--- src/tea_block_cipher_unit_assert.svh ---
// ----------------------------------------------------------------------------
// TEA block cipher unit assertion macros
// Concurrent checks clocked on clk and held off during reset.
// ----------------------------------------------------------------------------
`ifndef TEA_BLOCK_CIPHER_UNIT_ASSERT_SVH
`define TEA_BLOCK_CIPHER_UNIT_ASSERT_SVH

// antecedent implies consequent on the next clock edge
`define TEA_ASSERT_NEXT(lbl, ante, cons, msg) \
	lbl: assert property (@(posedge clk) disable iff (!arst_n) (ante) |=> (cons)) \
		else $error(msg);

// antecedent implies consequent on the same clock edge
`define TEA_ASSERT_NOW(lbl, ante, cons, msg) \
	lbl: assert property (@(posedge clk) disable iff (!arst_n) (ante) |-> (cons)) \
		else $error(msg);

`endif

--- src/tea_pkg.sv ---
// ----------------------------------------------------------------------------
// TEA package
// Beat types, pipeline stage type, key type and register indexes.
// ----------------------------------------------------------------------------
`default_nettype none

package tea_pkg;

	localparam int unsigned WORD_W      = 32;
	localparam int unsigned CFG_INDEX_W = 2;

	typedef enum logic [CFG_INDEX_W-1:0] {
		REG_KEY_WORD0 = 2'd0,
		REG_KEY_WORD1 = 2'd1,
		REG_KEY_WORD2 = 2'd2,
		REG_KEY_WORD3 = 2'd3
	} cfg_reg_t;

	typedef enum logic {
		OP_ENCRYPT = 1'b0,
		OP_DECRYPT = 1'b1
	} opcode_t;

	typedef struct packed {
		logic              opcode;
		logic [WORD_W-1:0] block_first;
		logic [WORD_W-1:0] block_second;
	} in_beat_t;

	typedef struct packed {
		logic [WORD_W-1:0] result_first;
		logic [WORD_W-1:0] result_second;
	} out_beat_t;

	typedef struct packed {
		logic              opcode;
		logic [WORD_W-1:0] x;
		logic [WORD_W-1:0] y;
	} stage_t;

	typedef struct packed {
		logic [WORD_W-1:0] key_word0;
		logic [WORD_W-1:0] key_word1;
		logic [WORD_W-1:0] key_word2;
		logic [WORD_W-1:0] key_word3;
	} key_t;

endpackage

`default_nettype wire

--- src/tea_key_regs.sv ---
// ----------------------------------------------------------------------------
// TEA key registers
// Four 32-bit key words written through the configuration channel.
// ----------------------------------------------------------------------------
`default_nettype none

module tea_key_regs (
	input  wire logic                          clk,
	input  wire logic                          arst_n,
	input  wire logic                          cfg_valid,
	output logic                               cfg_ready,
	input  wire logic [tea_pkg::CFG_INDEX_W-1:0] cfg_index,
	input  wire logic [tea_pkg::WORD_W-1:0]    cfg_data,
	output tea_pkg::key_t                      key
);
	import tea_pkg::*;

	key_t key_q;

	assign cfg_ready = 1'b1;
	assign key       = key_q;

	always_ff @(posedge clk or negedge arst_n) begin
		if (!arst_n) begin
			key_q <= '0;
		end else if (cfg_valid && cfg_ready) begin
			case (cfg_reg_t'(cfg_index))
				REG_KEY_WORD0: key_q.key_word0 <= cfg_data;
				REG_KEY_WORD1: key_q.key_word1 <= cfg_data;
				REG_KEY_WORD2: key_q.key_word2 <= cfg_data;
				REG_KEY_WORD3: key_q.key_word3 <= cfg_data;
				default: ;
			endcase
		end
	end

endmodule

`default_nettype wire

--- config.mk ---
export PLATFORM = sky130hd
export DESIGN_NAME = tea_key_regs
export DESIGN_NICKNAME = d
export VERILOG_FILES = /design/src/tea_block_cipher_unit_assert.svh /design/src/tea_pkg.sv /design/src/tea_key_regs.sv
export SDC_FILE = /design/constraint.sdc
export NUM_CORES = 1
export LEC_CHECK = 0
export BUFFER_PORTS_ARGS = -buffer_cell sky130_fd_sc_hd__buf_2
export CORE_MARGIN = 2
export CORE_UTILIZATION = 53
export CTS_CLUSTER_DIAMETER = 30
export DETAILED_ROUTE_END_ITERATION = 6
export GPL_TIMING_DRIVEN = 0
export PLACE_DENSITY = 0.83
export SYNTH_ARGS = -nofsm -noshare
export SYNTH_HDL_FRONTEND = slang
export SYNTH_SLANG_ARGS = --single-unit
--- constraint.sdc ---
create_clock -name clk -period 1.9 [get_ports clk]
set_input_delay 0.095 -clock clk [delete_from_list [all_inputs] [get_ports clk]]
set_output_delay 0.095 -clock clk [all_outputs]
set_load 0.02 [all_outputs]
## After elaboration in Yosys (flattened, before gate mapping)

Index checks and enable logic that the tools add are counted.

| word-level totals | value |
|---|---|
| bits in registers | 128 |
| output and inout bits | 129 |

| cells by class | value |
|---|---|
| equality and inequality tests | 3 |
| reduce and logical (&&, ||, !) cells | 5 |

Operators by type and width:

| cell | count |
|---|---|
| $reduce_and 2->1 | 4 |
| $eq 2x2->1 const B | 2 |
| $eq 2x1->1 const B | 1 |
| $logic_not 2->1 | 1 |

## Logic depth before layout (Yosys ltp)

Gate-level depths: netlist (run 1).

| depth | value |
|---|---|
| depth in word-level cells | 2 |
| depth in mapped cells | 3 |

## Worst setup path after synthesis (run 1)

OpenSTA, ideal clock, no wires.

| timing | value |
|---|---|
| kind | input to register |
| from | in cfg_index[1] (netlist bit) |
| to | reg key_q, in the netlist key[121] |
| slack | 0.846 ns |
| data arrival time | 0.930 ns |
| stages | 3 |
| data required time | 1.775 ns |
| cells stage by stage | nor3b_2 buf_4 mux2_2 |

| on the way | value |
|---|---|
| longest elaborated chain between the ends | 2 |

RTL lines:

| what | line | source |
|---|---|---|
| start, declared | tea_key_regs.sv:12 | `input wire logic [tea_pkg::CFG_INDEX_W-1:0] cfg_index,` |
| $logic_not 2->1 | tea_key_regs.sv:27 | `case (cfg_reg_t'(cfg_index))` |
| $reduce_and 2->1 (no line) | - |  |
| end, declared | tea_key_regs.sv:18 | `key_t key_q;` |

Every way passes these cells.
A chain may end at the register's enable or synchronous reset.

## Worst setup path after layout (run 1)

| timing | value |
|---|---|
| from | reg key_q, in the netlist key[115] |
| to | out key[115] (netlist bit) |

RTL lines:

| what | line | source |
|---|---|---|
| end, declared | tea_key_regs.sv:14 | `output tea_pkg::key_t key` |

No word-level cell between the ends.

==> results of run 1 <==
worst max-delay path by stage:
stage / end / slack, ns
after floorplan: key[121] / 0.85
after global placement: key[28] / -0.75
after detailed placement: key[106] / 0.43
after CTS: key[80] / 0.73
after global routing: key[16] / 0.70
final: key[115] / 0.75
power groups by stage:
stage               clock network [µW]  logic (µW)  registers [µW]
global placement                     0        1910            3500
finish                            3210        2010            3500
detailed placement                   0        1970            3540
CTS                               3250        2030            3500
floorplan                            0         513            4180
global route                      3380        2120            3570
cell usage after synthesis:
master    count
mux2_1        2
nand3b_1      2
buf_4         4
nand3_1       1
buf_2         9
nor3b_2       1
dfrtp_1     128
mux2_2      126
conb_1        1
cell type report:
type                            count  area (µm²)
Clock buffer                       18         418
Sequential cell                   128        3200
Tap cell                          108         135
Buffer                             13        75.1
Clock inverter                     12         169
Multi-Input combinational cell    133        1480
Fill cell                         548        2060
Timing Repair Buffer              198        1180
layer usage:
| metal | wire, µm | part of all wire | GRT usage | up-vias |
|---|---|---|---|---|
| met5 | 0 | 0 | 0 | - |
| met3 | 551 | 0.051 | 0.0745 | 9 |
| met4 | 115 | 0.011 | 0.0643 | 0 |
| met1 | 4430 | 0.41 | 0.281 | 1641 |
| li1 | - | - | - | 1412 |
| met2 | 5690 | 0.53 | 0.390 | 103 |
stage by stage:
stage	util	hold WS (ns)	std cells	setup TNS [ns]	setup slack, ns
floorplan	-	-0.201	274	0	0.846
global placement	0.655	0.357	546	-95.38	-0.753
detailed placement	0.659	0.122	547	0	0.428
CTS	0.764	0.0554	610	0	0.728
global route	0.764	0.0628	610	0	0.703
finish	0.764	0.0663	610	0	0.747
logic make-up after synthesis:
logic type,count (synthesis),share of synthesized area
mux,128,0.303
other cells,1,0.000789
simple gates,4,0.00684
buf+inv,13,0.0158
flops,128,0.674
==> summary.txt, run 1 <==
STA
  • Worst-margin pin slew: 0.594 ns
  • Min Tclk post-route: 1.15 ns
  • Fin. Hold Viols: 0
  • Clock skew: 0 ns
  • # setup viols final: 0
  • RSZ-0062 raised after global routing: false
  • Final Cycle Share: 0.607
  • Fmax: 868 MHz
  • Slew Viols, Final: 0
  • Slew margin rel.: 0.604

Clocking
  • Clk pin slew, worst setup/hold paths: 0.05 ns
  • H-Tree Depth: 4
  • Clk_lat worst skew: 0.49 ns
  • Buffer depth of the longest clock path: 2
  • CTS tree: built
  • Root buf cell: clkbuf_8
  • # clock sinks: 128
  • CTS Buf Count: 17
  • Post-CTS sizing: 0
  • Post-CTS Setup Repair Bufs: 0
  • Post-CTS Hold Buffers: 33

Detailed routing
  • Total vias in the final route: 3165
  • Final wirelength: 10800 µm
  • Pre-antenna DRT Iters: 4
  • Number of remaining DRC errors: 0
  • Post-route ant nets: 0
  • Vias per cell: 5.19
  • Post-DR wirelength/cell: 17.7 µm
  • Drt initial violations: 75

Global route
  • Initial antenna violation count: 0
  • Largest net degree at the start of global routing: 66
  • Total gr overflow: 0
  • GRT Total Usage: 0.229
  • Vias in the first global route: 3324
  • First-pass GRT wire length: 17000 µm

Pwr
  • Lkg Pwr: 0.00320 µW
  • Clk pwr share: 0.368
  • Switch share: 0.291
  • Net Sw Power: 2540 µW
  • Pwr Total: 8730 µW
  • Max VDD drop: 760 µV
  • Pint: 6180 µW
  • Gate power share: 0.230
  • Sequential Power Share: 0.402
  • PwrDens: 1310 nW/µm²

Outcome
  • Status: finished, final reports clean

Run
  • Max_cap viols: 0

Floorplanning
  • Initial Util: 0.545
  • IO Pins: 166
  • Full die area: 9750 µm²
  • Rows: 34
  • Die X: 98.7 µm
  • Total core area: 8720 µm²
  • Die Y: 98.7 µm

Min path
  • WHS Endpoint: key[119]
  • Hold Crit Start: cfg_index[0]
  • Worst Hold Class: in -> reg
  • Hold Crit Depth: 3

Logic synthesis
  • Leading area contributor after synthesis: dfrtp_1
  • Net Count, Synth: 311
  • Synth warn: 0
  • Synth top area cells: dfrtp_1 (67%), mux2_2 (30%), buf_2 (0.95%)
  • Cell Area, Synth: 4760 µm²
  • Avg Inst Size Synth: 17.4 µm²
  • Seq/Total Area, Yosys: 0.674
  • Syn Inst Count: 274
  • #FFs+latches synth: 128
  • Count of unique library cells instantiated by Yosys: 9
  • Top-area cell type share of the netlist area: 0.674

Critical path
  • Critical Path Fanout Max: 2
  • Delay-heaviest family, CP: flip-flops
  • R2r worst-path depth: 1
  • Startpoint Class: flip-flop
  • Slowest stage delay, CP: 0.40 ns
  • CP Capture Type: output pin
  • Arrival time of the worst setup path: 1.06 ns
  • FF-to-FF End: key[16]
  • Crit Path Category: reg -> out
  • Crit path launch: key[115]
  • CP cell instances: buf_2
  • FF-to-FF setup slack: 1.11 ns
  • Worst path depth: 1
  • FF-to-FF Start: key[16]
  • Buf/Inv on CP: 1
  • Slowest stage cell, crit path: dfrtp_1
  • Worst EP required: 1.80 ns

Finish
  • Share of layout cells above drive strength 1: 0.665
  • Max reg flops: 128
  • Diode count: 0
  • Area growth syn-to-layout: 40.1%
  • Final net count: 528
  • Most common cell after layout, fill and taps aside: buf_2
  • Post-Layout Inst Area: 6660 µm²
  • Most frequent cells in the layout: buf_2 (172), dfrtp_1 (128), mux2_2 (126)

Place
  • Placer congestion estimate: 0.798
  • Post-DP HPWL: 7250 µm
  • Port bufs: 164
  • Post-DP Area: 5750 µm²
Power figures use the tool's default switching activity.
==> run 2: changes to the inputs <==
--- a/config.mk
+++ b/config.mk
@@ -7,11 +7,11 @@
 export LEC_CHECK = 0
 export BUFFER_PORTS_ARGS = -buffer_cell sky130_fd_sc_hd__buf_2
 export CORE_MARGIN = 2
-export CORE_UTILIZATION = 53
+export CORE_UTILIZATION = 45
 export CTS_CLUSTER_DIAMETER = 30
 export DETAILED_ROUTE_END_ITERATION = 6
 export GPL_TIMING_DRIVEN = 0
-export PLACE_DENSITY = 0.83
+export PLACE_DENSITY = 0.75
 export SYNTH_ARGS = -nofsm -noshare
 export SYNTH_HDL_FRONTEND = slang
 export SYNTH_SLANG_ARGS = --single-unit
==> constraint.sdc (replaced) <==
create_clock -name clk -period 1.06 [get_ports clk]
set_input_delay 0.053 -clock clk [delete_from_list [all_inputs] [get_ports clk]]
set_output_delay 0.053 -clock clk [all_outputs]
set_load 0.02 [all_outputs]
==> run 2 against run 1 <==
Compared with the run above:
- the flow now finishes with violations (setup timing)
- worst hold slack worse by 0.064 ns
- flip-flop and latch count unchanged
- worst setup slack worse by 0.82 ns
- utilization down 1.3 points
- final area up 16%
- global-route usage up 0.061 points
- critical path type unchanged
- critical endpoint is now key[114]
- count of clock-buffer cells in the layout up 5
- non-clock buffer count up 33
- die area up 17%
- critical path depth unchanged
- register-to-register slack worse by 1.1 ns
==> summary.txt, run 2 (synthesized netlist as in run 1, its figures left out) <==
Floorplanning
  • Full die area: 11400 µm²
  • IO Pins: 166
  • Initial Util: 0.463
  • Die X: 107 µm
  • Total core area: 10300 µm²
  • Rows: 37
  • Die Y: 107 µm

Place
  • Port bufs: 164
  • Post-DP HPWL: 7320 µm
  • Placer congestion estimate: 0.766
  • DP Worst Slack: -0.404 ns

Pwr
  • Sequential Power Share: 0.383
  • Pint: 12200 µW
  • PwrDens: 2220 nW/µm²
  • Lkg Pwr: 0.00361 µW
  • Max VDD drop: 1130 µV
  • Gate power share: 0.299
  • Net Sw Power: 4930 µW
  • Switch share: 0.288
  • Pwr Total: 17100 µW
  • Clk pwr share: 0.318

STA
  • # setup viols final: 128
  • Slew margin rel.: 0.615
  • Clock skew: 0 ns
  • Fin. Hold Viols: 0
  • Slew Viols, Final: 0
  • Min Tclk post-route: 1.13 ns
  • Final Cycle Share: 1.07
  • RSZ-0062 raised after global routing: true
  • Setup_tns: -4.80 ns
  • Worst-margin pin slew: 0.577 ns
  • Fmax: 884 MHz
  • Final worst slack: -0.0714 ns

Clocking
  • Clk pin slew, worst setup/hold paths: 0.06 ns
  • Clk_lat worst skew: 0.51 ns
  • Root buf cell: clkbuf_8
  • H-Tree Depth: 4
  • Buffer depth of the longest clock path: 2
  • # clock sinks: 128
  • CTS tree: built
  • CTS Buf Count: 17

Outcome
  • Status: finished with violations
  • Failing checks: setup timing

Critical path
  • CP cell instances: buf_6
  • R2r worst-path depth: 3
  • Buf/Inv on CP: 1
  • Worst EP required: 1.01 ns
  • CP Capture Type: output pin
  • Slowest stage cell, crit path: dfrtp_1
  • Crit Path Category: reg -> out
  • Delay-heaviest family, CP: flip-flops
  • Slowest stage delay, CP: 0.41 ns
  • Critical Path Fanout Max: 2
  • Worst path depth: 1
  • Startpoint Class: flip-flop
  • Arrival time of the worst setup path: 1.08 ns

Detailed routing
  • Final wirelength: 12800 µm
  • Post-route ant nets: 0
  • Drt initial violations: 107
  • Pre-antenna DRT Iters: 4
  • Number of remaining DRC errors: 0
  • Vias per cell: 4.94
  • Total vias in the final route: 3319
  • Post-DR wirelength/cell: 19.0 µm

Finish
  • Max reg flops: 128
  • Most frequent cells in the layout: buf_6 (129), dfrtp_1 (128), mux2_2 (126)
  • Share of layout cells above drive strength 1: 0.682
  • Area growth syn-to-layout: 62.2%
  • Most common cell after layout, fill and taps aside: buf_6
  • Final net count: 561

Run
  • Max_cap viols: 0

Min path
  • Worst Hold Class: in -> reg
  • Hold Crit Depth: 3

Global route
  • Vias in the first global route: 3586
  • First-pass GRT wire length: 19500 µm
  • Largest net degree at the start of global routing: 67
  • Initial antenna violation count: 1
  • Total gr overflow: 0
  • GRT Total Usage: 0.229
## run 2: cell count changes in the layout (fill, tap and decap cells not counted), moves of 2 or more
cell / change
buf_2: -128
buf_4: +33
buf_6: +128
bufinv_16: -2
clkbuf_1: +2
clkbuf_8: +3
clkinvlp_4: -2
## run 2: path summary, 6_finish.rpt
path	start	to	slack [ns]
min in group asynchronous	arst_n	key[103]	0.08
worst min register to register	key[124]	key[124]	0.51
worst max-delay path	key[114]	key[114]	-0.07
worst max register to register	key[72]	key[72]	0.01
max in group asynchronous	arst_n	key[62]	0.27
worst min-delay path	cfg_index[0]	key[120]	0.003
## run 2: per-stage QoR
stage	cells	hold slack (ns)	util	area, µm²
floorplan	274	-0.243	-	4760
global placement	574	0.316	0.559	5750
detailed placement	575	0.0684	0.562	5780
CTS	655	-0.0114	0.739	7590
global route	672	0.0201	0.751	7710
finish	672	0.00265	0.751	7710
## run 2: layout make-up
class	instances	area [µm²]
sequential	128	3200
tap	136	170
clock buffer	23	467
clock inverter	7	85.1
antenna	1	2.50
fill	591	2560
multi-input combinational	133	1480
buffer	13	75.1
timing repair buffer	231	2230
## run 2: power groups by stage
stage / registers (µW) / clock network, µW / logic, µW
CTS: 6490 / 5520 / 4900
floorplan: 7500 / 0 / 919
global placement: 6290 / 0 / 3450
global route: 6620 / 5780 / 5350
detailed placement: 6340 / 0 / 3530
finish: 6540 / 5440 / 5110
## run 2: per-layer routing
layer | wire, µm | share of wire | global-route usage | up-vias
li1 | - | - | - | 1483
met1 | 4980 | 0.39 | 0.262 | 1700
met2 | 6870 | 0.54 | 0.402 | 113
met3 | 621 | 0.049 | 0.0638 | 23
met4 | 314 | 0.025 | 0.0993 | 0
met5 | 0 | 0 | 0 | -
## run 2: timing repair
item / CTS / global route
resized for setup: 256 / 0
hold buffers: 33 / 0
endpoints found under the setup margin: 128 / 128
hold endpoints to repair: 255 / 0
setup buffers: 17 / 16
