===== src/tea_block_cipher_unit_assert.svh =====
// ----------------------------------------------------------------------------
// TEA block cipher unit assertion macros
// Concurrent checks clocked on clk and held off during reset.
// ----------------------------------------------------------------------------
`ifndef TEA_BLOCK_CIPHER_UNIT_ASSERT_SVH
`define TEA_BLOCK_CIPHER_UNIT_ASSERT_SVH

// antecedent implies consequent on the next clock edge
`define TEA_ASSERT_NEXT(lbl, ante, cons, msg) \
	lbl: assert property (@(posedge clk) disable iff (!arst_n) (ante) |=> (cons)) \
		else $error(msg);

// antecedent implies consequent on the same clock edge
`define TEA_ASSERT_NOW(lbl, ante, cons, msg) \
	lbl: assert property (@(posedge clk) disable iff (!arst_n) (ante) |-> (cons)) \
		else $error(msg);

`endif


===== src/tea_pkg.sv =====
// ----------------------------------------------------------------------------
// TEA package
// Beat types, pipeline stage type, key type and register indexes.
// ----------------------------------------------------------------------------
`default_nettype none

package tea_pkg;

	localparam int unsigned WORD_W      = 32;
	localparam int unsigned CFG_INDEX_W = 2;

	typedef enum logic [CFG_INDEX_W-1:0] {
		REG_KEY_WORD0 = 2'd0,
		REG_KEY_WORD1 = 2'd1,
		REG_KEY_WORD2 = 2'd2,
		REG_KEY_WORD3 = 2'd3
	} cfg_reg_t;

	typedef enum logic {
		OP_ENCRYPT = 1'b0,
		OP_DECRYPT = 1'b1
	} opcode_t;

	typedef struct packed {
		logic              opcode;
		logic [WORD_W-1:0] block_first;
		logic [WORD_W-1:0] block_second;
	} in_beat_t;

	typedef struct packed {
		logic [WORD_W-1:0] result_first;
		logic [WORD_W-1:0] result_second;
	} out_beat_t;

	typedef struct packed {
		logic              opcode;
		logic [WORD_W-1:0] x;
		logic [WORD_W-1:0] y;
	} stage_t;

	typedef struct packed {
		logic [WORD_W-1:0] key_word0;
		logic [WORD_W-1:0] key_word1;
		logic [WORD_W-1:0] key_word2;
		logic [WORD_W-1:0] key_word3;
	} key_t;

endpackage

`default_nettype wire


===== src/tea_half_round.sv =====
// ----------------------------------------------------------------------------
// TEA half-round stage
// One Feistel half-round for encryption or decryption, registered.
// ----------------------------------------------------------------------------
`default_nettype none

module tea_half_round #(
	parameter int unsigned STAGE  = 0,
	parameter int unsigned ROUNDS = 32,
	parameter logic [31:0] DELTA  = 32'h9E3779B9
) (
	input  wire logic           clk,
	input  wire logic           arst_n,
	input  wire logic           en,
	input  wire logic           valid_in,
	input  tea_pkg::stage_t     data_in,
	input  tea_pkg::key_t       key,
	output logic                valid_out,
	output tea_pkg::stage_t     data_out
);
	import tea_pkg::*;

	localparam int unsigned ROUND   = STAGE / 2;
	localparam logic        EVEN    = ((STAGE % 2) == 0);
	localparam logic [63:0] SUM_ENC_W = 64'(DELTA) * 64'(ROUND + 1);
	localparam logic [63:0] SUM_DEC_W = 64'(DELTA) * 64'(ROUNDS - ROUND);
	localparam logic [WORD_W-1:0] SUM_ENC = SUM_ENC_W[WORD_W-1:0];
	localparam logic [WORD_W-1:0] SUM_DEC = SUM_DEC_W[WORD_W-1:0];

	logic              enc;
	logic              upd_first;
	logic [WORD_W-1:0] src;
	logic [WORD_W-1:0] dst;
	logic [WORD_W-1:0] ka;
	logic [WORD_W-1:0] kb;
	logic [WORD_W-1:0] sum;
	logic [WORD_W-1:0] mix;
	logic [WORD_W-1:0] dst_new;
	stage_t            next;

	logic   valid_s1;
	stage_t data_s1;

	always_comb begin
		enc       = (opcode_t'(data_in.opcode) == OP_ENCRYPT);
		// encryption updates x first in a round, decryption updates y first
		upd_first = enc ? EVEN : !EVEN;
		src       = upd_first ? data_in.y : data_in.x;
		dst       = upd_first ? data_in.x : data_in.y;
		ka        = upd_first ? key.key_word0 : key.key_word2;
		kb        = upd_first ? key.key_word1 : key.key_word3;
		sum       = enc ? SUM_ENC : SUM_DEC;
		mix       = ((src << 4) + ka) ^ (src + sum) ^ ((src >> 5) + kb);
		dst_new   = enc ? (dst + mix) : (dst - mix);
		next      = data_in;
		if (upd_first) begin
			next.x = dst_new;
		end else begin
			next.y = dst_new;
		end
	end

	always_ff @(posedge clk or negedge arst_n) begin
		if (!arst_n) begin
			valid_s1 <= 1'b0;
		end else if (en) begin
			valid_s1 <= valid_in;
		end
	end

	always_ff @(posedge clk) begin
		if (en && valid_in) begin
			data_s1 <= next;
		end
	end

	assign valid_out = valid_s1;
	assign data_out  = data_s1;

endmodule

`default_nettype wire


===== config.mk =====
export PLATFORM = sky130hd
export DESIGN_NAME = tea_half_round
export DESIGN_NICKNAME = d
export VERILOG_FILES = /design/src/tea_block_cipher_unit_assert.svh /design/src/tea_pkg.sv /design/src/tea_half_round.sv
export SDC_FILE = /design/constraint.sdc
export NUM_CORES = 1
export LEC_CHECK = 0
export BUFFER_PORTS_ARGS = -buffer_cell sky130_fd_sc_hd__buf_4
export CORE_MARGIN = 4
export CORE_UTILIZATION = 40
export CTS_CLUSTER_SIZE = 12
export DETAILED_ROUTE_END_ITERATION = 16
export PLACE_DENSITY = 0.69
export SYNTH_ARGS = -nofsm -noshare
export SYNTH_HDL_FRONTEND = slang
export SYNTH_SLANG_ARGS = --single-unit

===== constraint.sdc =====
create_clock -name clk -period 1.9 [get_ports clk]
set_input_delay 0.19 -clock clk [delete_from_list [all_inputs] [get_ports clk]]
set_output_delay 0.19 -clock clk [all_outputs]
set_load 0.02 [all_outputs]

# Word level (Yosys, flattened, before mapping)
# Index checks and enable logic that the tools add are counted.
# word_totals
register_bits,66
elab_cells,20
out_inout_bits,66
inputBits,197
# op_classes
n_reduce_logical,1
addsub,5
muxes,8
bitwise,2
# op_table
cell,count
32-bit two-way mux,7
32-bit adder,3
32-bit bitwise XOR,2
27-bit by 32-bit adder with 32-bit output,1
32-bit subtractor,1
31-bit two-way mux,1
1-bit logical AND,1

# Logic depth before layout (Yosys ltp)
# Gate-level depths: netlist of the first run.
# logic_depth
ltp_word,7
ltp_mapped,38
ltp_nobuf,28

# Least setup slack after synthesis of the first run
# Ideal clock, no wire load.
# synth_path
path_kind,input to register
start,in data_in[64] in the netlist's numbering
end,"reg data_s1, in the netlist data_out[30] (data pin)"
setup_ps,259
arrival_time_ps,7723
path_buffers,9
required_time_ps,1641
slack_ps,-6082
cell_stages,35
path_cell_list,buf_6 -> buf_12 -> buf_6 -> buf_2 -> clkbuf_1 -> clkbuf_1 -> buf_2 -> clkbuf_1 -> clkbuf_1 -> mux2_2 -> ha_1 -> fa_1 -> a21o_1 -> a21oi_1 -> o21ai_0 -> a31oi_1 -> xnor2_1 -> nor4_1 -> nand2_1 -> nor3_1 -> a31oi_1 -> xor2_1 -> ha_1 -> a21o_1 -> a21oi_1 -> o21ai_0 -> a21oi_1 -> o21ai_0 -> a21oi_1 -> a21boi_0 -> o31ai_1 -> a21oi_1 -> o41ai_1 -> nor4b_1 -> a211o_1
# synth_lines
element,line_no,text
"start, declared",tea_half_round.sv:16,"input tea_pkg::stage_t data_in,"
"end signal, assigned",tea_half_round.sv:73,data_s1 <= next;
"end, declared",tea_half_round.sv:42,stage_t data_s1;

==> run_results.csv, run 1 <==
group,metric,value,unit
route,vias_per_cell,5.58,
yosys,yosysMostFrequentCell,"xnor2_1",
critical_path,arrival,5.73,ns
yosys,ys_warn_count,0,
cells_and_area,area_growth,74.7,%
floorplan,io_pins,263,
yosys,synth_fp_nets,1613,
outcome,outcome,"finished, violations left",
route,wl,46900,um
placement,post-place-ws,-4.28,ns
yosys,ys_top_cells_by_area,"edfxtp_1 (18%), xnor2_1 (11%), ha_1 (11%)",
pwr,netSwitchingFraction,43.7,%
critical_path,crit_top_cell,"buf_4",
timing,rsz0062_at_grt,"true",
critical_path,start_kind,"input port",
clock_network,clock_sinks,66,
critical_path,slowest_stage,"fa_2",
pwr,seq_power_share,9.3,%
yosys,synth-seq-cells,66,
clock_network,cts.path.max_buffers,2,
grt,grt_max_degree,70,
cells_and_area,drive_gt1_share,54.5,%
pwr,p_comb_share,82.7,%
floorplan,core_area,27000,um2
timing,drv_slew,0,
timing,hold_viol_final,0,
placement,hpwl,35600,um
route,vias,13519,
yosys,netlist_instances,1318,
timing,fmax,177,MHz
yosys,synth-main-ff-cell,"edfxtp_1",
placement,portBuffers,262,
yosys,synth_top_cell_by_area,"edfxtp_1",
cells_and_area,nFillCells,1968,
critical_path,path_buf_inv,11,
timing,setup_slack,-3.77,ns
cells_and_area,diodes,0,
placement,dpl-instance-area,17100,um2
placement,routabilityCongestion,0.982,
critical_path,r2r_start,"valid_out$_DFFE_PN0P_",
timing,fin_skew,0,ns
floorplan,die_h,174,um
timing,tightest_slew,0.709,ns
yosys,synth_edf_count,65,
outcome,violations,"negative setup slack",
pwr,power.share.clock,8.0,%
grt,grt_pass1_wl,68400,um
grt,antenna_found_initial,0,
pwr,p_switching,11.2,mW
floorplan,initial_utilization,40.8,%
clock_network,numCtsBuffers,9,
hold_path,hp-class,"in2reg",
timing,finalCriticalPeriod,5.67,ns
yosys,async_flop_share,1.52,%
critical_path,crit_family,"buffers and inverters",
pwr,p_leak,8.90,nW
timing,tns,-172.44,ns
run,drv_cap,0,
clock_network,root_buffer,"clkbuf_16",
critical_path,crit_type,"in2reg",
cells_and_area,final_area,19300,um2
clock_network,cts_tree,"built",
timing,relSlewSlack,52.2,%
clock_network,htreeDepth,3,
yosys,yosys-top-cells-count,"xnor2_1 (137), nand2_1 (124), o21ai_0 (120)",
grt,grt_pass1_vias,13105,
critical_path,crit_path_end_kind,"register",
route,dr.first_iter.drc_count,1205,
timing,setup_violations,63,
pwr,p_int,14.4,mW
route,wl_per_cell,19.4,um
pwr,ir_drop,0.804,mV
route,drc,0,
pwr,p_per_area,1330,nW/um2
yosys,ys_seq_area_share,17.9,%
timing,final.period_utilization,298,%
critical_path,cp-startpoint,"data_in[64]",
grt,grt.total_usage,27.6,%
floorplan,die_area,30300,um2
yosys,yosysUniqueCellTypes,88,
critical_path,cp_slowest_stage_delay,0.40,ns
cells_and_area,final_nets,2371,
route,detail-route-antenna-nets,0,
yosys,netlist.area_leader.share,17.7,%
critical_path,critical_path_required,1.97,ns
yosys,syn_area_per_cell,8.37,um2
floorplan,die_x,174,um
yosys,syn-cell-area,11000,um2
floorplan,rows,60,
clock_network,insertion_delay,0.33,ns
critical_path,worstPathMaxFanout,5,
grt,grt-ovfl-total,0,
route,firstDrtPassIters,5,
hold_path,hp-start,"valid_in",
clock_network,cts.clk_slew.worst_paths,0.06,ns
through the flow:
stage	hold slack [ns]	instances	total power, mW	utilization, %
CTS	0.0965	2400	22.2	67.9
finish	0.0986	2422	25.7	71.3
floorplan	-0.106	1318	11.9	-
global placement	-0.0340	2351	18.0	63.3
detailed placement	-0.0308	2351	18.3	63.3
global route	0.108	2422	27.0	71.3
cell families after synthesis:
kind of cell | synth area share (%)
AO/OA/AOI/OAI | 23.1
XOR/XNOR | 16.6
adder cells (fa/ha/maj) | 11.3
buffers and inverters | 3.72
flip-flops | 17.9
multiplexers | 10.9
AND/OR/NAND/NOR | 16.4
registers in the layout (all words and copies together), names as in the netlist:
| signal | count |
|---|---|
| valid_out | 1 |
| data_out | 65 |
power groups by stage:
stage	registers (mW)	logic [mW]	clock network [mW]
2_1_floorplan	2.88	8.99	0
3_3_place_gp	2.41	15.6	0
3_5_place_dp	2.42	15.9	0
4_1_cts	2.39	17.8	2.05
5_1_grt	2.43	22.5	2.13
6_report	2.39	21.2	2.05
final cells by class:
| cell class | instances | area [um2] | share of cell area (%) |
|---|---|---|---|
| well taps | 341 | 427 | 2.21 |
| flip-flops and latches | 66 | 1980 | 10.3 |
| clock buffers | 10 | 229 | 1.19 |
| repair buffers | 788 | 6150 | 31.9 |
| multi-input cells | 1155 | 10100 | 52.6 |
| clock inverters | 6 | 129 | 0.669 |
| inverters | 56 | 210 | 1.09 |
final timing paths:
kind | end | slack, ns | cells after the start
max in group asynchronous | valid_out$_DFFE_PN0P_ | 1.66 | 2
worst max register to register | valid_out$_DFFE_PN0P_ | 1.15 | 1
worst max-delay path | data_out[22]$_DFFE_PP_ | -3.77 | 33
min in group asynchronous | valid_out$_DFFE_PN0P_ | 0.16 | 2
worst min-delay path | valid_out$_DFFE_PN0P_ | 0.1 | 2
worst min register to register | valid_out$_DFFE_PN0P_ | 0.52 | 1
routing by layer:
metal / vias up / GRT usage (%) / part of all wire [%]
li1: 6377 / - / -
met1: 6422 / 40.3 / 45
met2: 625 / 44.0 / 45
met3: 95 / 3.13 / 7.7
met4: 0 / 6.10 / 2.5
met5: - / 0 / 0
what timing repair did:
item / 4_1_cts / 5_1_grt
setup endpoints to repair: 64 / 64
pin swaps: 74 / 66
endpoints found under the hold margin: 1 / 0
buffers inserted: 29 / 23
gates resized for setup: 128 / 149
hold buffers: 1 / 0
gates cloned: 4 / 0
cell usage in the layout (no fill, tap or decap), types with 21 or more instances in the layout:
cell,synthesis,layout
nor2_1,69,61
inv_1,55,53
xnor2_2,1,29
buf_4,1,756
edfxtp_1,65,65
mux2_2,86,76
o21ai_1,6,48
xor2_1,44,31
xnor2_1,137,105
a21o_1,36,36
o21ai_0,120,55
mux2i_1,21,21
a21oi_1,84,55
a21oi_2,2,29
ha_1,95,72
nor2b_1,24,21
nand2_1,124,114
(Power assumes the default switching activity.)
==> inputs of run 2 (changes only) <==
--- a/config.mk
+++ b/config.mk
@@ -7,10 +7,10 @@
 export LEC_CHECK = 0
 export BUFFER_PORTS_ARGS = -buffer_cell sky130_fd_sc_hd__buf_4
 export CORE_MARGIN = 4
-export CORE_UTILIZATION = 40
+export CORE_UTILIZATION = 45
 export CTS_CLUSTER_SIZE = 12
 export DETAILED_ROUTE_END_ITERATION = 16
-export PLACE_DENSITY = 0.69
+export PLACE_DENSITY = 0.76
 export SYNTH_ARGS = -nofsm -noshare
 export SYNTH_HDL_FRONTEND = slang
 export SYNTH_SLANG_ARGS = --single-unit
==> run_results.csv, run 2 (synthesized netlist as in run 1, its figures left out) <==
group,metric,value,unit
grt,met3_usage,2.00,%
route,dr.first_iter.drc_count,1920,
grt,busiest_layer,"met2",
critical_path,cp_slowest_stage_delay,0.48,ns
timing,tns,-179.95,ns
outcome,violations,"negative setup slack",
outcome,outcome,"finished, violations left",
cells_and_area,nFillCells,1490,
cells_and_area,final_nets,2372,
route,firstDrtPassIters,6,
floorplan,die_h,165,um
route,detail-route-antenna-nets,0,
route,wl_per_cell,20.6,um
timing,setup_slack,-3.99,ns
timing,drv_slew,0,
route,wl,49700,um
route,vias,14083,
timing,tightest_slew,0.591,ns
hold_path,hp-class,"in2reg",
clock_network,htreeDepth,3,
timing,hold_viol_final,0,
timing,finalCriticalPeriod,5.89,ns
placement,post-place-ws,-4.37,ns
critical_path,crit_path_end_kind,"register",
floorplan,die_x,165,um
cells_and_area,diodes,0,
timing,fin_skew,0,ns
grt,gr-usage-met2,50.9,%
critical_path,path_buf_inv,4,
clock_network,root_buffer,"clkbuf_16",
grt,grt_pass1_vias,12988,
grt,antenna_found_initial,0,
cells_and_area,drive_gt1_share,55.4,%
cells_and_area,layout.cells.non_filler,2406,
route,drc,0,
grt,grt-ovfl-total,0,
pwr,p_leak,8.96,nW
grt,met1_usage,46.9,%
placement,routabilityCongestion,0.951,
timing,relSlewSlack,60.2,%
clock_network,insertion_delay,0.33,ns
placement,portBuffers,262,
clock_network,numCtsBuffers,9,
route,vias_per_cell,5.85,
cells_and_area,mostFrequentLayoutCells,"buf_4 (749), nand2_1 (111), xnor2_1 (102)",
pwr,total_power,26.2,mW
timing,final.period_utilization,310,%
critical_path,start_kind,"input port",
timing,rsz0062_at_grt,"true",
cells_and_area,layout_commonest_cell,"buf_4",
cells_and_area,largest_register_ff_count,65,
clock_network,cts.path.max_buffers,2,
floorplan,core_area,24200,um2
timing,fmax,170,MHz
run,drv_cap,0,
clock_network,clock_sinks,66,
cells_and_area,area_growth,76.4,%
floorplan,die_area,27100,um2
critical_path,critical_path_required,1.98,ns
floorplan,rows,57,
cells_and_area,final_util,80.3,%
cells_and_area,final_area,19500,um2
placement,dpl-instance-area,17000,um2
timing,setup_violations,64,
pwr,ir_drop,0.865,mV
placement,dp_cells,2324,
floorplan,io_pins,263,
critical_path,arrival,5.97,ns
grt,grt_pass1_wl,67900,um
grt,grt_max_degree,59,
floorplan,initial_utilization,45.5,%
critical_path,crit_family,"compound AO/OA/AOI/OAI gates",
placement,hpwl,34800,um
timing,whs,0.103,ns
grt,grt.total_usage,31.5,%
clock_network,cts.clk_slew.worst_paths,0.06,ns
critical_path,worstPathMaxFanout,10,
clock_network,cts_tree,"built",
critical_path,crit_type,"in2reg",
pwr,p_per_area,1350,nW/um2
critical_path,slowest_stage,"xnor3_2",
## run 2: changes by cell type in the layout (fill, tap and decap cells not counted), sizes merged
cell      change
bufbuf        +2
clkinvlp      +1
clkbuf        -1
buf           +1
clkinv        -1
bufinv        -1
## run 2: final cells by class
| cell class | instances | area, um2 | share of cell area, % |
|---|---|---|---|
| clock inverter | 5 | 103 | 0.527 |
| sequential | 66 | 1980 | 10.2 |
| multi-input combinational | 1155 | 10300 | 52.9 |
| clock buffer | 11 | 243 | 1.25 |
| timing repair buffer | 789 | 6220 | 32.0 |
| inverter | 56 | 215 | 1.11 |
| tap | 324 | 405 | 2.08 |
## run 2: power by group
group | total, mW | switching, mW | internal, mW
clock network | 1.93 | 0.612 | 1.31
logic | 21.9 | 11.0 | 10.9
registers | 2.39 | 0.0988 | 2.29
## run 2: repair_timing
item,CTS,global route
buffers inserted,51,24
gates resized for setup,187,135
endpoints found under the hold margin,1,0
hold buffers,1,0
gates cloned,3,0
setup endpoints to repair,64,64
pin swaps,103,116
## run 2: layer usage
metal	up-vias	part of all wire [%]
li1	6389	-
met1	6667	41
met2	858	46
met3	169	9.8
met4	0	3.8
met5	-	0
## run 2: final timing paths
path                       slack (ns)                endpoint             startpoint  depth (start not counted)
max                             -3.99  data_out[63]$_DFFE_PP_            data_in[64]                         29
min                              0.10   valid_out$_DFFE_PN0P_               valid_in                          2
max reg2reg                      1.16   valid_out$_DFFE_PN0P_  valid_out$_DFFE_PN0P_                          1
min reg2reg                      0.52   valid_out$_DFFE_PN0P_  valid_out$_DFFE_PN0P_                          1
max in group asynchronous        1.64   valid_out$_DFFE_PN0P_                 arst_n                          2
min in group asynchronous        0.18   valid_out$_DFFE_PN0P_                 arst_n                          2
==> inputs of run 3 (changes only) <==
--- a/config.mk
+++ b/config.mk
@@ -6,11 +6,13 @@
 export NUM_CORES = 1
 export LEC_CHECK = 0
 export BUFFER_PORTS_ARGS = -buffer_cell sky130_fd_sc_hd__buf_4
+export CELL_PAD_IN_SITES_DETAIL_PLACEMENT = 0
+export CELL_PAD_IN_SITES_GLOBAL_PLACEMENT = 2
 export CORE_MARGIN = 4
-export CORE_UTILIZATION = 45
+export CORE_UTILIZATION = 35
 export CTS_CLUSTER_SIZE = 12
 export DETAILED_ROUTE_END_ITERATION = 16
-export PLACE_DENSITY = 0.76
+export PLACE_DENSITY = 0.95
 export SYNTH_ARGS = -nofsm -noshare
 export SYNTH_HDL_FRONTEND = slang
 export SYNTH_SLANG_ARGS = --single-unit
==> constraint.sdc (replaced) <==
create_clock -name clk -period 1.9 [get_ports clk]
set_input_delay 0.095 -clock clk [delete_from_list [all_inputs] [get_ports clk]]
set_output_delay 0.095 -clock clk [all_outputs]
set_load 0.02 [all_outputs]
==> run_results.csv, run 3 (synthesized netlist as in run 1, its figures left out) <==
group,metric,value,unit
route,firstDrtPassIters,5,
pwr,total_power,22.7,mW
critical_path,cp-startpoint,"data_in[64]",
cells_and_area,layout.cells.non_filler,2457,
cells_and_area,nFillCells,2593,
floorplan,initial_utilization,35.8,%
pwr,p_leak,8.68,nW
pwr,p_comb_share,82.5,%
timing,relSlewSlack,64.2,%
route,wl_per_cell,17.7,um
critical_path,crit_path_end_kind,"register",
floorplan,die_x,186,um
timing,final.period_utilization,291,%
critical_path,path_buf_inv,4,
timing,whs,0.0672,ns
timing,tns,-159.23,ns
pwr,ir_drop,0.590,mV
cells_and_area,drive_gt1_share,52.7,%
pwr,p_switching,9.81,mW
critical_path,arrival,5.59,ns
grt,grt_pass1_wl,65300,um
clock_network,cts.path.max_buffers,2,
critical_path,crit_type,"in2reg",
critical_path,cp_slowest_stage_delay,0.39,ns
route,detail-route-antenna-nets,0,
route,drc,0,
critical_path,crit_family,"compound AO/OA/AOI/OAI gates",
floorplan,core_area,30800,um2
timing,tightest_slew,0.532,ns
grt,grt.total_usage,23.8,%
clock_network,clock_sinks,66,
grt,grt-ovfl-total,0,
clock_network,cts.clk_slew.worst_paths,0.06,ns
grt,antenna_found_initial,2,
route,wl,43500,um
timing,rsz0062_at_grt,"true",
clock_network,root_buffer,"clkbuf_16",
route,vias_per_cell,5.23,
cells_and_area,area_growth,70.8,%
timing,drv_slew,0,
outcome,outcome,"finished, violations left",
critical_path,path_depth,29,
timing,hold_viol_final,0,
timing,setup_slack,-3.62,ns
critical_path,reg2reg_slack,0.57,ns
floorplan,die_h,186,um
cells_and_area,largest_register_ff_count,65,
placement,hpwl,35600,um
clock_network,cts_tree,"built",
clock_network,htreeDepth,3,
floorplan,io_pins,263,
floorplan,rows,64,
critical_path,critical_path_required,1.97,ns
route,vias,12852,
pwr,seq_power_share,10.5,%
timing,setup_violations,62,
clock_network,insertion_delay,0.33,ns
pwr,netSwitchingFraction,43.2,%
critical_path,r2r_start,"valid_out$_DFFE_PN0P_",
route,dr.first_iter.drc_count,741,
floorplan,die_area,34400,um2
placement,dp_cells,2401,
cells_and_area,layout_commonest_cell,"buf_4",
critical_path,crit_end,"data_out[63]$_DFFE_PP_",
cells_and_area,final_nets,2350,
clock_network,numCtsBuffers,9,
critical_path,start_kind,"input port",
placement,routabilityCongestion,0.977,
pwr,p_per_area,1210,nW/um2
hold_path,hp-class,"in2reg",
outcome,violations,"negative setup slack",
cells_and_area,mostFrequentLayoutCells,"buf_4 (739), nand2_1 (115), xnor2_1 (106)",
grt,grt_pass1_vias,12616,
pwr,p_int,12.9,mW
critical_path,slowest_stage,"fa_2",
critical_path,rr_endpoint,"valid_out$_DFFE_PN0P_",
timing,fmax,181,MHz
run,drv_cap,0,
grt,grt_max_degree,52,
timing,fin_skew,0,ns
timing,finalCriticalPeriod,5.52,ns
placement,portBuffers,262,
pwr,power.share.clock,7.0,%
critical_path,worstPathMaxFanout,5,
critical_path,rr_worst_depth,2,
run 3: cell type report:
type                    count  area (um2)  share of cell area (%)
multi-input cells        1155        9930                    52.7
clock inverters             5        56.3                   0.299
well taps                 396         495                    2.63
clock buffers              10         229                    1.22
flip-flops and latches     66        1980                    10.5
repair buffers            767        5930                    31.5
inverters                  56         213                    1.13
diodes                      2        5.00                  0.0266
run 3: tightest hold or removal path, delay by kind of cell:
kind | cells | cell delay, ns
AOI/OAI and AO/OA | 1 | 0.06
and+or+nand+nor | 1 | 0.05
buffers and inverters | 1 | 0.08
run 3: how the worst min path moves through the flow:
stage                            from                     end  slack [ns]  depth (start not counted)
after floorplan                arst_n   valid_out$_DFFE_PN0P_       -0.20                          0
after global placement         arst_n   valid_out$_DFFE_PN0P_       -0.13                          1
after detailed placement       arst_n   valid_out$_DFFE_PN0P_       -0.13                          1
after CTS                 data_in[59]  data_out[59]$_DFFE_PP_        0.05                          3
after global routing      data_in[59]  data_out[59]$_DFFE_PP_        0.07                          3
final                     data_in[59]  data_out[59]$_DFFE_PP_        0.07                          3
run 3: power by group through the flow:
stage | logic (mW) | registers, mW | clock network (mW)
5_1_grt | 20.2 | 2.42 | 1.67
4_1_cts | 17.5 | 2.39 | 1.63
3_5_place_dp | 15.8 | 2.42 | 0
2_1_floorplan | 8.99 | 2.88 | 0
3_3_place_gp | 15.4 | 2.41 | 0
6_report | 18.8 | 2.38 | 1.59
run 3: through the flow:
| step | worst slack [ns] | cell area (um2) | utilization [%] |
|---|---|---|---|
| after floorplan | -4.69 | 11400 | - |
| after global placement | -4.19 | 17100 | 55.5 |
| after detailed placement | -4.26 | 17100 | 55.5 |
| after CTS | -3.39 | 18300 | 59.4 |
| after global routing | -3.77 | 18800 | 61.1 |
| final | -3.62 | 18800 | 61.1 |
run 3: repair_timing:
action                     in CTS  in global routing
hold endpoints to repair        2                  0
gates resized for setup       149                 83
setup endpoints to repair      62                 64
buffers inserted               22                 14
pin swaps                      83                 67
cloned                          2                  0
hold buffers                    3                  0
run 3: layer usage:
layer / GRT usage (%) / wire [um]
met5: 0 / 0
met4: 5.46 / 860
met3: 1.93 / 2580
met2: 37.3 / 19500
met1: 35.7 / 20600
